<file path="src/hw/rtl/tlf_pkg.sv">
// ----------------------------------------------------------------------------
// tlf_pkg: shared types and constants for the text line folder
// Character codes, parameter defaults, sequencer states and the control
// bundle that the sequencer drives into the datapath.
// ----------------------------------------------------------------------------
package tlf_pkg;

  // parameter defaults
  localparam int unsigned LINE_WIDTH_DEF = 32;
  localparam int unsigned TAB_WIDTH_DEF  = 8;

  // character codes
  localparam logic [7:0] CH_TAB   = 8'd9;
  localparam logic [7:0] CH_NL    = 8'd10;
  localparam logic [7:0] CH_BLANK = 8'd32;

  typedef enum logic [1:0] {
    ST_IDLE,
    ST_TAB,
    ST_EMIT
  } tlf_state_e;

  // per-cycle control from the sequencer
  typedef struct packed {
    logic ram_we;     // write one character into the line store
    logic ram_re;     // issue one line store read
    logic load_char;  // move read data into the output register
    logic load_nl;    // load the closing newline into the output register
  } tlf_ctl_t;

endpackage

</file>
<file path="src/hw/rtl/tlf_ram.sv">
// ----------------------------------------------------------------------------
// tlf_ram: generic single-write, single-read memory
// One write port and one read port; read data is registered and holds
// while no read is issued.
// ----------------------------------------------------------------------------
module tlf_ram #(
  parameter int unsigned WIDTH = 8,
  parameter int unsigned DEPTH = 32
) (
  input  logic                     clk_i,
  input  logic                     we_i,
  input  logic [$clog2(DEPTH)-1:0] waddr_i,
  input  logic [WIDTH-1:0]         wdata_i,
  input  logic                     re_i,
  input  logic [$clog2(DEPTH)-1:0] raddr_i,
  output logic [WIDTH-1:0]         rdata_o
);

  logic [WIDTH-1:0] mem_q [DEPTH];
  logic [WIDTH-1:0] rdata_q;

  always_ff @(posedge clk_i) begin
    if (we_i) begin
      mem_q[waddr_i] <= wdata_i;
    end
    if (re_i) begin
      rdata_q <= mem_q[raddr_i];
    end
  end

  assign rdata_o = rdata_q;

endmodule

</file>
<file path="src/hw/rtl/tlf_seq.sv">
// ----------------------------------------------------------------------------
// tlf_seq: line folder sequencer
// Keeps the circular line buffer pointers, the tab column and the last
// blank position; steps tab expansion, and run emission while the output is free, one slot a cycle.
// ----------------------------------------------------------------------------
module tlf_seq #(
  parameter int unsigned LINE_WIDTH = tlf_pkg::LINE_WIDTH_DEF,
  parameter int unsigned TAB_WIDTH  = tlf_pkg::TAB_WIDTH_DEF,
  localparam int unsigned AW = $clog2(LINE_WIDTH)
) (
  input  logic              clk_i,
  input  logic              rst_ni,
  input  logic              in_valid_i,
  input  logic [7:0]        char_in_i,
  input  logic              out_free_i,
  output logic              in_stall_o,
  output tlf_pkg::tlf_ctl_t ctl_o,
  output logic [AW-1:0]     waddr_o,
  output logic [7:0]        wdata_o,
  output logic [AW-1:0]     raddr_o
);

  localparam int unsigned FW = $clog2(LINE_WIDTH + 1);
  localparam int unsigned SW = FW + 1;
  localparam int unsigned CW = (TAB_WIDTH > 1) ? $clog2(TAB_WIDTH) : 1;

  tlf_pkg::tlf_state_e state_q, state_d;
  logic [AW-1:0] head_q, head_d;
  logic [FW-1:0] fill_q, fill_d;
  logic [FW-1:0] lastb_q, lastb_d;
  logic [CW-1:0] col_q, col_d;
  logic [FW-1:0] run_len_q, run_len_d;
  logic [FW-1:0] rd_idx_q, rd_idx_d;
  logic          rd_pend_q, rd_pend_d;

  logic          accept, is_nl, is_tab, is_blank;
  logic [FW-1:0] fill_inc, lastb_chr, run_len_chr;
  logic          hit_full, tab_done;
  logic [CW-1:0] col_inc, col_dec;
  logic          run_left, move, issue, nl_go;

  // circular index: a + b stays below twice the buffer size
  function automatic logic [AW-1:0] wrap_add(input logic [AW-1:0] a, input logic [FW-1:0] b);
    logic [SW-1:0] s;
    s = SW'(a) + SW'(b);
    if (s >= SW'(LINE_WIDTH)) begin
      s = s - SW'(LINE_WIDTH);
    end
    return s[AW-1:0];
  endfunction

  assign accept   = (state_q == tlf_pkg::ST_IDLE) && in_valid_i;
  assign is_nl    = (char_in_i == tlf_pkg::CH_NL);
  assign is_tab   = (char_in_i == tlf_pkg::CH_TAB);
  assign is_blank = (char_in_i == tlf_pkg::CH_BLANK);

  assign fill_inc    = fill_q + 1'b1;
  assign hit_full    = (fill_inc == FW'(LINE_WIDTH));
  assign col_inc     = (col_q == CW'(TAB_WIDTH - 1)) ? '0 : col_q + 1'b1;
  assign col_dec     = (col_q == '0) ? CW'(TAB_WIDTH - 1) : col_q - 1'b1;
  assign tab_done    = hit_full || (col_inc == '0);
  assign lastb_chr   = is_blank ? fill_inc : lastb_q;
  // fold cut: after the last blank, or the whole buffer when there is none
  assign run_len_chr = (lastb_chr == '0) ? FW'(LINE_WIDTH) : lastb_chr;

  assign run_left = (rd_idx_q != run_len_q);
  assign move     = rd_pend_q && out_free_i;
  assign issue    = (state_q == tlf_pkg::ST_EMIT) && run_left && (!rd_pend_q || move);
  assign nl_go    = (state_q == tlf_pkg::ST_EMIT) && !run_left && !rd_pend_q && out_free_i;

  assign waddr_o = wrap_add(head_q, fill_q);
  assign raddr_o = wrap_add(head_q, rd_idx_q);

  // next state
  always_comb begin
    state_d = state_q;
    case (state_q)
      tlf_pkg::ST_IDLE: begin
        if (accept) begin
          if (is_nl || (!is_tab && hit_full)) begin
            state_d = tlf_pkg::ST_EMIT;
          end else if (is_tab) begin
            state_d = tlf_pkg::ST_TAB;
          end
        end
      end
      tlf_pkg::ST_TAB: begin
        if (tab_done) begin
          state_d = hit_full ? tlf_pkg::ST_EMIT : tlf_pkg::ST_IDLE;
        end
      end
      tlf_pkg::ST_EMIT: begin
        if (nl_go) begin
          state_d = tlf_pkg::ST_IDLE;
        end
      end
      default: state_d = tlf_pkg::ST_IDLE;
    endcase
  end

  // outputs
  always_comb begin
    in_stall_o      = 1'b1;
    ctl_o           = '0;
    wdata_o         = tlf_pkg::CH_BLANK;
    case (state_q)
      tlf_pkg::ST_IDLE: begin
        in_stall_o   = 1'b0;
        ctl_o.ram_we = accept && !is_nl && !is_tab;
        wdata_o      = char_in_i;
      end
      tlf_pkg::ST_TAB: begin
        ctl_o.ram_we = 1'b1;
      end
      tlf_pkg::ST_EMIT: begin
        ctl_o.ram_re    = issue;
        ctl_o.load_char = move;
        ctl_o.load_nl   = nl_go;
      end
      default: in_stall_o = 1'b1;
    endcase
  end

  // buffer bookkeeping
  always_comb begin
    head_d    = head_q;
    fill_d    = fill_q;
    lastb_d   = lastb_q;
    col_d     = col_q;
    run_len_d = run_len_q;
    rd_idx_d  = rd_idx_q;
    rd_pend_d = rd_pend_q;
    case (state_q)
      tlf_pkg::ST_IDLE: begin
        rd_idx_d  = '0;
        rd_pend_d = 1'b0;
        if (accept) begin
          if (is_nl) begin
            run_len_d = fill_q;
          end else if (!is_tab) begin
            fill_d    = fill_inc;
            col_d     = col_inc;
            lastb_d   = lastb_chr;
            run_len_d = run_len_chr;
          end
        end
      end
      tlf_pkg::ST_TAB: begin
        fill_d    = fill_inc;
        col_d     = col_inc;
        lastb_d   = fill_inc;
        run_len_d = fill_inc;
      end
      tlf_pkg::ST_EMIT: begin
        rd_pend_d = issue || (rd_pend_q && !move);
        if (issue) begin
          rd_idx_d = rd_idx_q + 1'b1;
          col_d    = col_dec;
        end
        if (nl_go) begin
          head_d  = wrap_add(head_q, run_len_q);
          fill_d  = fill_q - run_len_q;
          lastb_d = '0;
        end
      end
      default: ;
    endcase
  end

  always_ff @(posedge clk_i or negedge rst_ni) begin
    if (!rst_ni) begin
      state_q   <= tlf_pkg::ST_IDLE;
      head_q    <= '0;
      fill_q    <= '0;
      lastb_q   <= '0;
      col_q     <= '0;
      run_len_q <= '0;
      rd_idx_q  <= '0;
      rd_pend_q <= 1'b0;
    end else begin
      state_q   <= state_d;
      head_q    <= head_d;
      fill_q    <= fill_d;
      lastb_q   <= lastb_d;
      col_q     <= col_d;
      run_len_q <= run_len_d;
      rd_idx_q  <= rd_idx_d;
      rd_pend_q <= rd_pend_d;
    end
  end

endmodule

</file>
<file path="src/hw/rtl/text_line_folder.sv">
// ----------------------------------------------------------------------------
// text_line_folder: folds a character stream into lines of bounded width
// Buffers one line in a circular store, expands tabs and emits a line
// segment and a newline on each newline character or full buffer.
// ----------------------------------------------------------------------------
// usage
//   input channel: one character per transaction on char_in_i, taken at an
//   edge with in_valid_i high and in_stall_o low
//   output channel: char_out_o with last_of_run_o, taken at an edge with
//   out_valid_o high and out_stall_i low; last_of_run_o marks the newline
//   an ordinary character is written into the line store and produces nothing
//   unless it fills the buffer
//   a tab writes one blank per cycle up to the next tab stop (1 to
//   TAB_WIDTH blanks), clipped at the buffer end
//   a newline or a full buffer emits a run of n characters plus a newline;
//   input is held until the newline is loaded, one character per cycle while
//   the receiver does not stall, through the single read port of the line store
//   the output register decouples the sides: a receiver stall only pauses
//   the run, the held transaction stays put and nothing is lost
//   reset empties the buffer; no clearing pass, the store is only read
//   below the fill level; a partial line at end of input stays buffered
// ----------------------------------------------------------------------------
module text_line_folder #(
  parameter int unsigned LINE_WIDTH = tlf_pkg::LINE_WIDTH_DEF,
  parameter int unsigned TAB_WIDTH  = tlf_pkg::TAB_WIDTH_DEF
) (
  input  logic       clk_i,
  input  logic       rst_ni,
  // input channel
  input  logic       in_valid_i,
  output logic       in_stall_o,
  input  logic [7:0] char_in_i,
  // output channel
  output logic       out_valid_o,
  input  logic       out_stall_i,
  output logic [7:0] char_out_o,
  output logic       last_of_run_o
);

  localparam int unsigned AW = $clog2(LINE_WIDTH);

  tlf_pkg::tlf_ctl_t ctl;
  logic [AW-1:0]     waddr, raddr;
  logic [7:0]        wdata, rdata;
  logic              out_free;

  logic       out_valid_q;
  logic [7:0] out_char_q;
  logic       out_last_q;

  // output register can take a new character this cycle
  assign out_free = !out_valid_q || !out_stall_i;

  // sequencer: tab expansion, fold cut and run emission
  tlf_seq #(
    .LINE_WIDTH (LINE_WIDTH),
    .TAB_WIDTH  (TAB_WIDTH)
  ) u_seq (
    .clk_i      (clk_i),
    .rst_ni     (rst_ni),
    .in_valid_i (in_valid_i),
    .char_in_i  (char_in_i),
    .out_free_i (out_free),
    .in_stall_o (in_stall_o),
    .ctl_o      (ctl),
    .waddr_o    (waddr),
    .wdata_o    (wdata),
    .raddr_o    (raddr)
  );

  // circular line store, one slot per column
  tlf_ram #(
    .WIDTH (8),
    .DEPTH (LINE_WIDTH)
  ) u_line_ram (
    .clk_i   (clk_i),
    .we_i    (ctl.ram_we),
    .waddr_i (waddr),
    .wdata_i (wdata),
    .re_i    (ctl.ram_re),
    .raddr_i (raddr),
    .rdata_o (rdata)
  );

  // output register valid
  always_ff @(posedge clk_i or negedge rst_ni) begin
    if (!rst_ni) begin
      out_valid_q <= 1'b0;
    end else if (ctl.load_char || ctl.load_nl) begin
      out_valid_q <= 1'b1;
    end else if (!out_stall_i) begin
      out_valid_q <= 1'b0;
    end
  end

  // output payload, loaded only when the register is free
  always_ff @(posedge clk_i) begin
    if (ctl.load_char) begin
      out_char_q <= rdata;
      out_last_q <= 1'b0;
    end else if (ctl.load_nl) begin
      out_char_q <= tlf_pkg::CH_NL;
      out_last_q <= 1'b1;
    end
  end

  assign out_valid_o   = out_valid_q;
  assign char_out_o    = out_char_q;
  assign last_of_run_o = out_last_q;

`ifndef SYNTHESIS
  // a held transaction is never overwritten
  assert property (@(posedge clk_i) disable iff (!rst_ni)
    (out_valid_o && out_stall_i) |-> !(ctl.load_char || ctl.load_nl))
    else $error("output register overwritten while stalled");

  // a run closes with a newline
  assert property (@(posedge clk_i) disable iff (!rst_ni)
    ctl.load_nl |=> (out_valid_o && last_of_run_o && (char_out_o == tlf_pkg::CH_NL)))
    else $error("run end without closing newline");

  // buffer fill and run emission never overlap
  assert property (@(posedge clk_i) disable iff (!rst_ni)
    !(ctl.ram_we && (ctl.ram_re || ctl.load_char || ctl.load_nl)))
    else $error("line store written during emission");

  // input is held while a run is emitted
  assert property (@(posedge clk_i) disable iff (!rst_ni)
    (ctl.load_char || ctl.load_nl) |-> in_stall_o)
    else $error("input taken during emission");
`endif

endmodule
</file>
<file path="config.mk">
export PLATFORM = sky130hd
export DESIGN_NAME = text_line_folder
export DESIGN_NICKNAME = d
export VERILOG_FILES = /design/src/hw/rtl/tlf_pkg.sv /design/src/hw/rtl/tlf_ram.sv /design/src/hw/rtl/tlf_seq.sv /design/src/hw/rtl/text_line_folder.sv
export SDC_FILE = /design/constraint.sdc
export NUM_CORES = 1
export LEC_CHECK = 0
export BUFFER_PORTS_ARGS = -buffer_cell sky130_fd_sc_hd__buf_2
export CAP_MARGIN = 20
export CORE_UTILIZATION = 40
export DETAILED_ROUTE_END_ITERATION = 16
export HOLD_SLACK_MARGIN = 0.03
export SETUP_SLACK_MARGIN = 0.4
export SYNTH_ARGS = -nofsm -noshare
export SYNTH_HDL_FRONTEND = slang
export SYNTH_SLANG_ARGS = --single-unit
</file>
<file path="constraint.sdc">
create_clock -name clk_i -period 6.5 [get_ports clk_i]
set_clock_uncertainty 0.2 [all_clocks]
set_input_delay 0.325 -clock clk_i [delete_from_list [all_inputs] [get_ports clk_i]]
set_output_delay 0.325 -clock clk_i [all_outputs]
set_load 0.02 [all_outputs]
</file>
Yosys cells after proc, flatten, opt, wreduce, memory -nomap -nowiden
Memory sizes are Yosys's and may differ from the RTL's. A register that Yosys moved wholly into a read port is not among the register bits. Cells that the tools add are included.

Input port bits: 12. Memories kept: 1. Bits in registers: 45. Logic and storage cells: 127. Memory bits (writable): 256.

Memory list: u_line_ram.mem_q (depth 32, bits a word 8, rd ports 1, clocked after memory_dff 1, write ports 1, RTL line tlf_ram.sv:19) `logic [WIDTH-1:0] mem_q [DEPTH];`.

Eq/ne operators: 17. Reductions and logical operators: 38. Add/sub/neg operators: 11. $lt $le $gt $ge: 3. Multiplexer cells: 46.

Operators by type and width (number): $mux 6 (14); $pmux 6 s3 (2); $mux 8 (3); $pmux 6 s2 (2); $add 5x6->7 (3); $ge 7x6->1 const B (3); $mux 3 (7); $eq 8x4->1 const B (2); $mux 5 (3); $sub 5x1->5 const B (3); $add 6x1->6 const B (2); $mux 2 (6); $logic_and 1x1->1 (11); $ne 2x1->1 const B (5); $reduce_and 5->1 (2); $pmux 3 s3 (1); $eq 8x6->1 const B (1); $logic_not 1->1 (7); $eq 6x6->1 const B (1); $logic_not 3->1 (2); $logic_not 6->1 (1); $logic_or 1x1->1 (6); $ne 3x2->1 const B (2); $ne 6x6->1 (1); 16 further kinds (25).

Depth between registers and ports, before layout
Word-level depth: 8. Mapped depth: 10. Gate-level depth less buffers: 9.

Hierarchy
A second synthesis with hierarchy kept.

Cell total of the unflattened synthesis: 803. Area total of the unflattened synthesis: 13549.2 um^2.

Modules (own cells, without submodules): tlf_ram (cells each 417, area each 10133.5 um^2, instances 1); tlf_seq (cells each 363, area each 3034.2 um^2, instances 1); text_line_folder (cells each 23, area each 381.6 um^2, instances 1).

Worst setup path after synthesis
OpenSTA, ideal clock, no wires.

Kind: register to register. Start point: reg u_seq.rd_idx_q[0]. End point: reg u_line_ram.rdata_q[0], in the netlist u_line_ram.rdata_o[0], read port of u_line_ram.mem_q, data pin. Period minus slack after synthesis: 3.335 ns. Buffers on the path: 1. Arrival: 2.875 ns. Slack: 3.165 ns. Setup time: 0.260 ns. Cell stages (with the launch flop): 7. Data required time: 6.040 ns. Cell sequence: dfrtp_1 ha_1 fa_1 xnor2_1 buf_4 mux4_2 mux2_2.

Cells in the longest elaborated chain, start to end: 4. Elaborated cells between the ends (all ways): 8. Classes of those cells: add/sub: 2; order compare: 1; eq/ne: 1; mux: 2; reduce/logical: 2.

RTL lines: start, declared (RTL line tlf_seq.sv:33) `logic [FW-1:0] rd_idx_q, rd_idx_d;`; start signal, assigned (RTL line tlf_seq.sv:187) `rd_idx_q <= rd_idx_d;`; parallel branches: the longest is 4 deep, another holds $add 5x6->7; end, declared (RTL line tlf_ram.sv:20) `logic [WIDTH-1:0] rdata_q;`.

Several ways; the timed one is not identified. A chain may end at the register's enable or synchronous reset.

Worst setup path after layout
Start point: reg u_seq.rd_idx_q[0]. End point: reg u_line_ram.rdata_q[6], in the netlist u_line_ram.rdata_o[6], read port of u_line_ram.mem_q, data pin.

The elaborated chain is that of the path after synthesis.

==> results.py <==
metrics = {
    "global_route": {
        "grt-ovfl-total": 0,
        "grt_usage_pct": 17.52,
        "grt_max_degree": 65,
        "grt_pass1_wl_um": 44080,
        "antenna_found_initial": 0,
        "grt_pass1_vias": 7125,
    },
    "worst_setup_path": {
        "cp_max_fo": 64,
        "worstReg2RegStart": "u_seq.rd_idx_q[0]$_DFFE_PN0P_",
        "cp.arrival_ns": 4.02,
        "criticalPathCategory": "reg2reg",
        "r2r_setup_slack_ns": 2.54,
        "rr_endpoint": "u_line_ram.rdata_o[6]$_DFFE_PP_",
        "start_kind": "flop",
        "cp-end-kind": "flop",
        "cp.required_ns": 6.56,
        "r2r_cells": 5,
        "cp-startpoint": "u_seq.rd_idx_q[0]$_DFFE_PN0P_",
    },
    "die": {
        "dieWidth_um": 185.3,
        "core_um2": 32780,
        "io-pin-count": 23,
        "die_area_um2": 34350,
        "initial_core_util_pct": 41.01,
        "die_y_um": 185.3,
        "num_rows": 66,
    },
    "sta": {
        "finalCriticalPeriod_ns": 3.956,
        "fmax_mhz": 252.8,
        "slew_headroom_pct": 28.96,
        "setup_viol_count_final": 0,
        "drv_slew": 0,
        "rsz0062_at_grt": "no",
        "period_share_pct": 60.87,
        "hold_viol": 0,
        "setup_tns_ns": 0,
        "tightest_slew_ns": 1.066,
        "setup_slack_ns": 2.544,
    },
    "worst_hold_path": {
        "min_from": "char_in_i[0]",
        "holdPathStages": 3,
        "holdCritPathClass": "in2reg",
        "min_to": "u_seq.state_q[1]$_DFFE_PN0P_",
    },
    "synth": {
        "ys_types": 61,
        "synthesis.area_um2": 13450,
        "seq_area_frac_synth_pct": 67.60,
        "postSynthAreaPerCell_um2": 17.11,
        "synth_edf_count": 272,
        "synthCells": 786,
        "async_reset_ff_share_pct": 11.65,
        "synthFlopType": "edfxtp_1",
        "syn-num-nets": 829,
        "synth_warnings": 0,
        "ys_seq_elements": 309,
    },
    "routing": {
        "dr_total_vias": 7056,
        "first_pass_iters": 4,
        "routedWlPerCell_um": 22.14,
        "drt_iter0_markers": 523,
        "ant_nets": 0,
        "viasPerCell": 5.432,
        "wl_um": 28760,
        "route.detailed.drc": 0,
    },
    "power": {
        "p_per_area_nw_per_um2": 499.1,
        "power_leakage_nw": 5.252,
        "finalPower_mw": 7.652,
        "ir_worst_vdd_uv": 547.2,
    },
    "cts": {
        "cts_tree": "yes",
        "ctsResizeCount": 0,
        "post-cts-setup-buffers": 0,
        "clock-sinks": 309,
        "holdBufCountCts": 5,
        "cts_buffer_depth": 3,
        "cts-htree-levels": 2,
        "insertion_delay_ns": 0.51,
        "clkSlewWorstSetupHoldPaths_ns": 0.06,
        "clock-root-buffer": "clkbuf_16",
        "cts_made_buffers": 34,
    },
    "cells_and_area": {
        "final_cell_mix": "edfxtp_1, mux4_2, nor2_1",
        "drive_above_1_share_pct": 22.40,
        "diodes": 0,
        "final_cell_area_um2": 15330,
        "area_delta_synth_final_pct": 14.03,
        "fillers": 2799,
        "fin_util_pct": 46.77,
        "layout_commonest_cell": "edfxtp_1",
        "fin_nets": 874,
    },
    "placement": {
        "portBuffers": 22,
        "hpwlAfterDp_um": 18420,
        "postPlaceCellArea_um2": 14060,
        "pre_cts_slack_ns": 2.549,
        "finalWeightedCongestion": 0.8027,
    },
    "status": {
        "status": "finished clean",
    },
    "flow_run": {
        "cap_violations": 0,
    },
}
==> report_power, final <==
part,leakage [nW],internal (mW),switching [mW],total [mW]
Combinational,1.78,1.32,1.61,2.93
Clock,0.547,1.15,0.780,1.93
Sequential,2.93,2.59,0.203,2.79
==> sequential cells by signal, summed over array words and instances, names as in the netlist, 2 cells and up <==
signal,count
u_line_ram.mem_q,256
char_out_o,8
u_line_ram.rdata_o,8
u_seq.fill_q,6
u_seq.lastb_q,6
u_seq.rd_idx_q,6
u_seq.run_len_q,6
u_seq.head_q,5
u_seq.col_q,3
u_seq.state_q,2
==> routing by layer <==
layer | vias to the layer above | part of all wire [%] | global-route usage, %
met1 | 3642 | 45 | 24.48
li1 | 3190 | - | -
met5 | - | 0 | 0
met3 | 36 | 6.0 | 3.775
met2 | 188 | 48 | 28.10
met4 | 0 | 1.6 | 3.802
==> worst max-delay path: stages (launching register included) <==
cell and delay [ns]:
dfrtp_1 0.46, ha_4 0.21, fa_4 1.53, mux4_2 0.45, mux4_2 0.50, mux2_2 0.28
==> area by class of cell <==
cell class                 instances  area (µm²)  share of cell area, %
sequential                       309        9089                  59.28
tap                              442       553.0                  3.607
multi-input combinational        414        4114                  26.83
timing repair buffer              45       344.1                  2.244
inverter                          27       101.3                 0.6610
clock buffer                      38       887.1                  5.786
clock inverter                    24       244.0                  1.591
==> cell usage after synthesis, drive strengths merged (3+ instances only) <==
cell	number	area, µm²
mux2	9	101.4
edfxtp	272	8168
mux4	80	1802
and2	14	87.58
o21ai	24	120.1
fa	4	80.08
and3	4	25.02
dfrtp	36	900.9
a221o	3	30.03
o22a	3	26.28
mux2i	3	30.03
xnor2	13	113.9
a21o	7	52.55
o31ai	5	37.54
nand3	12	60.06
nand2b	7	43.79
xor2	18	157.7
a311oi	4	47.55
o211ai	5	37.54
buf	12	88.83
nand4	3	18.77
or3	3	18.77
a21oi	24	131.4
clkbuf	24	90.09
nor2	61	229.0
nor4	3	48.80
nor3	6	30.03
a31oi	4	25.02
ha	27	337.8
inv	27	101.3
nand2	39	146.4
==> metrics by stage <==
step           hold WS, ns  std cells
2_1_floorplan      -0.1706        786
3_3_place_gp        0.2283       1225
3_5_place_dp        0.2557       1226
4_1_cts             0.1067       1293
5_1_grt             0.1563       1299
6_report            0.1302       1299
==> how the worst max path moves through the flow <==
stage                                           end  slack, ns  cells after the start
floorplan           u_line_ram.rdata_o[0]$_DFFE_PP_       3.17                      6
global placement    u_line_ram.rdata_o[7]$_DFFE_PP_       2.57                      5
detailed placement  u_line_ram.rdata_o[7]$_DFFE_PP_       2.55                      5
CTS                 u_line_ram.rdata_o[6]$_DFFE_PP_       2.54                      5
global route        u_line_ram.rdata_o[3]$_DFFE_PP_       2.45                      5
finish              u_line_ram.rdata_o[6]$_DFFE_PP_       2.54                      5
==> logic make-up after synthesis <==
group	Yosys count	synth area share, %
AOI/OAI and AO/OA	98	4.942
xor gates and xnor gates	31	2.019
adders and majority gates	31	3.108
buffers and inverters	63	2.084
DFF	309	67.60
muxes	92	14.38
and+or+nand+nor	162	5.872
Note: power is estimated with default switching activity, not from simulation.
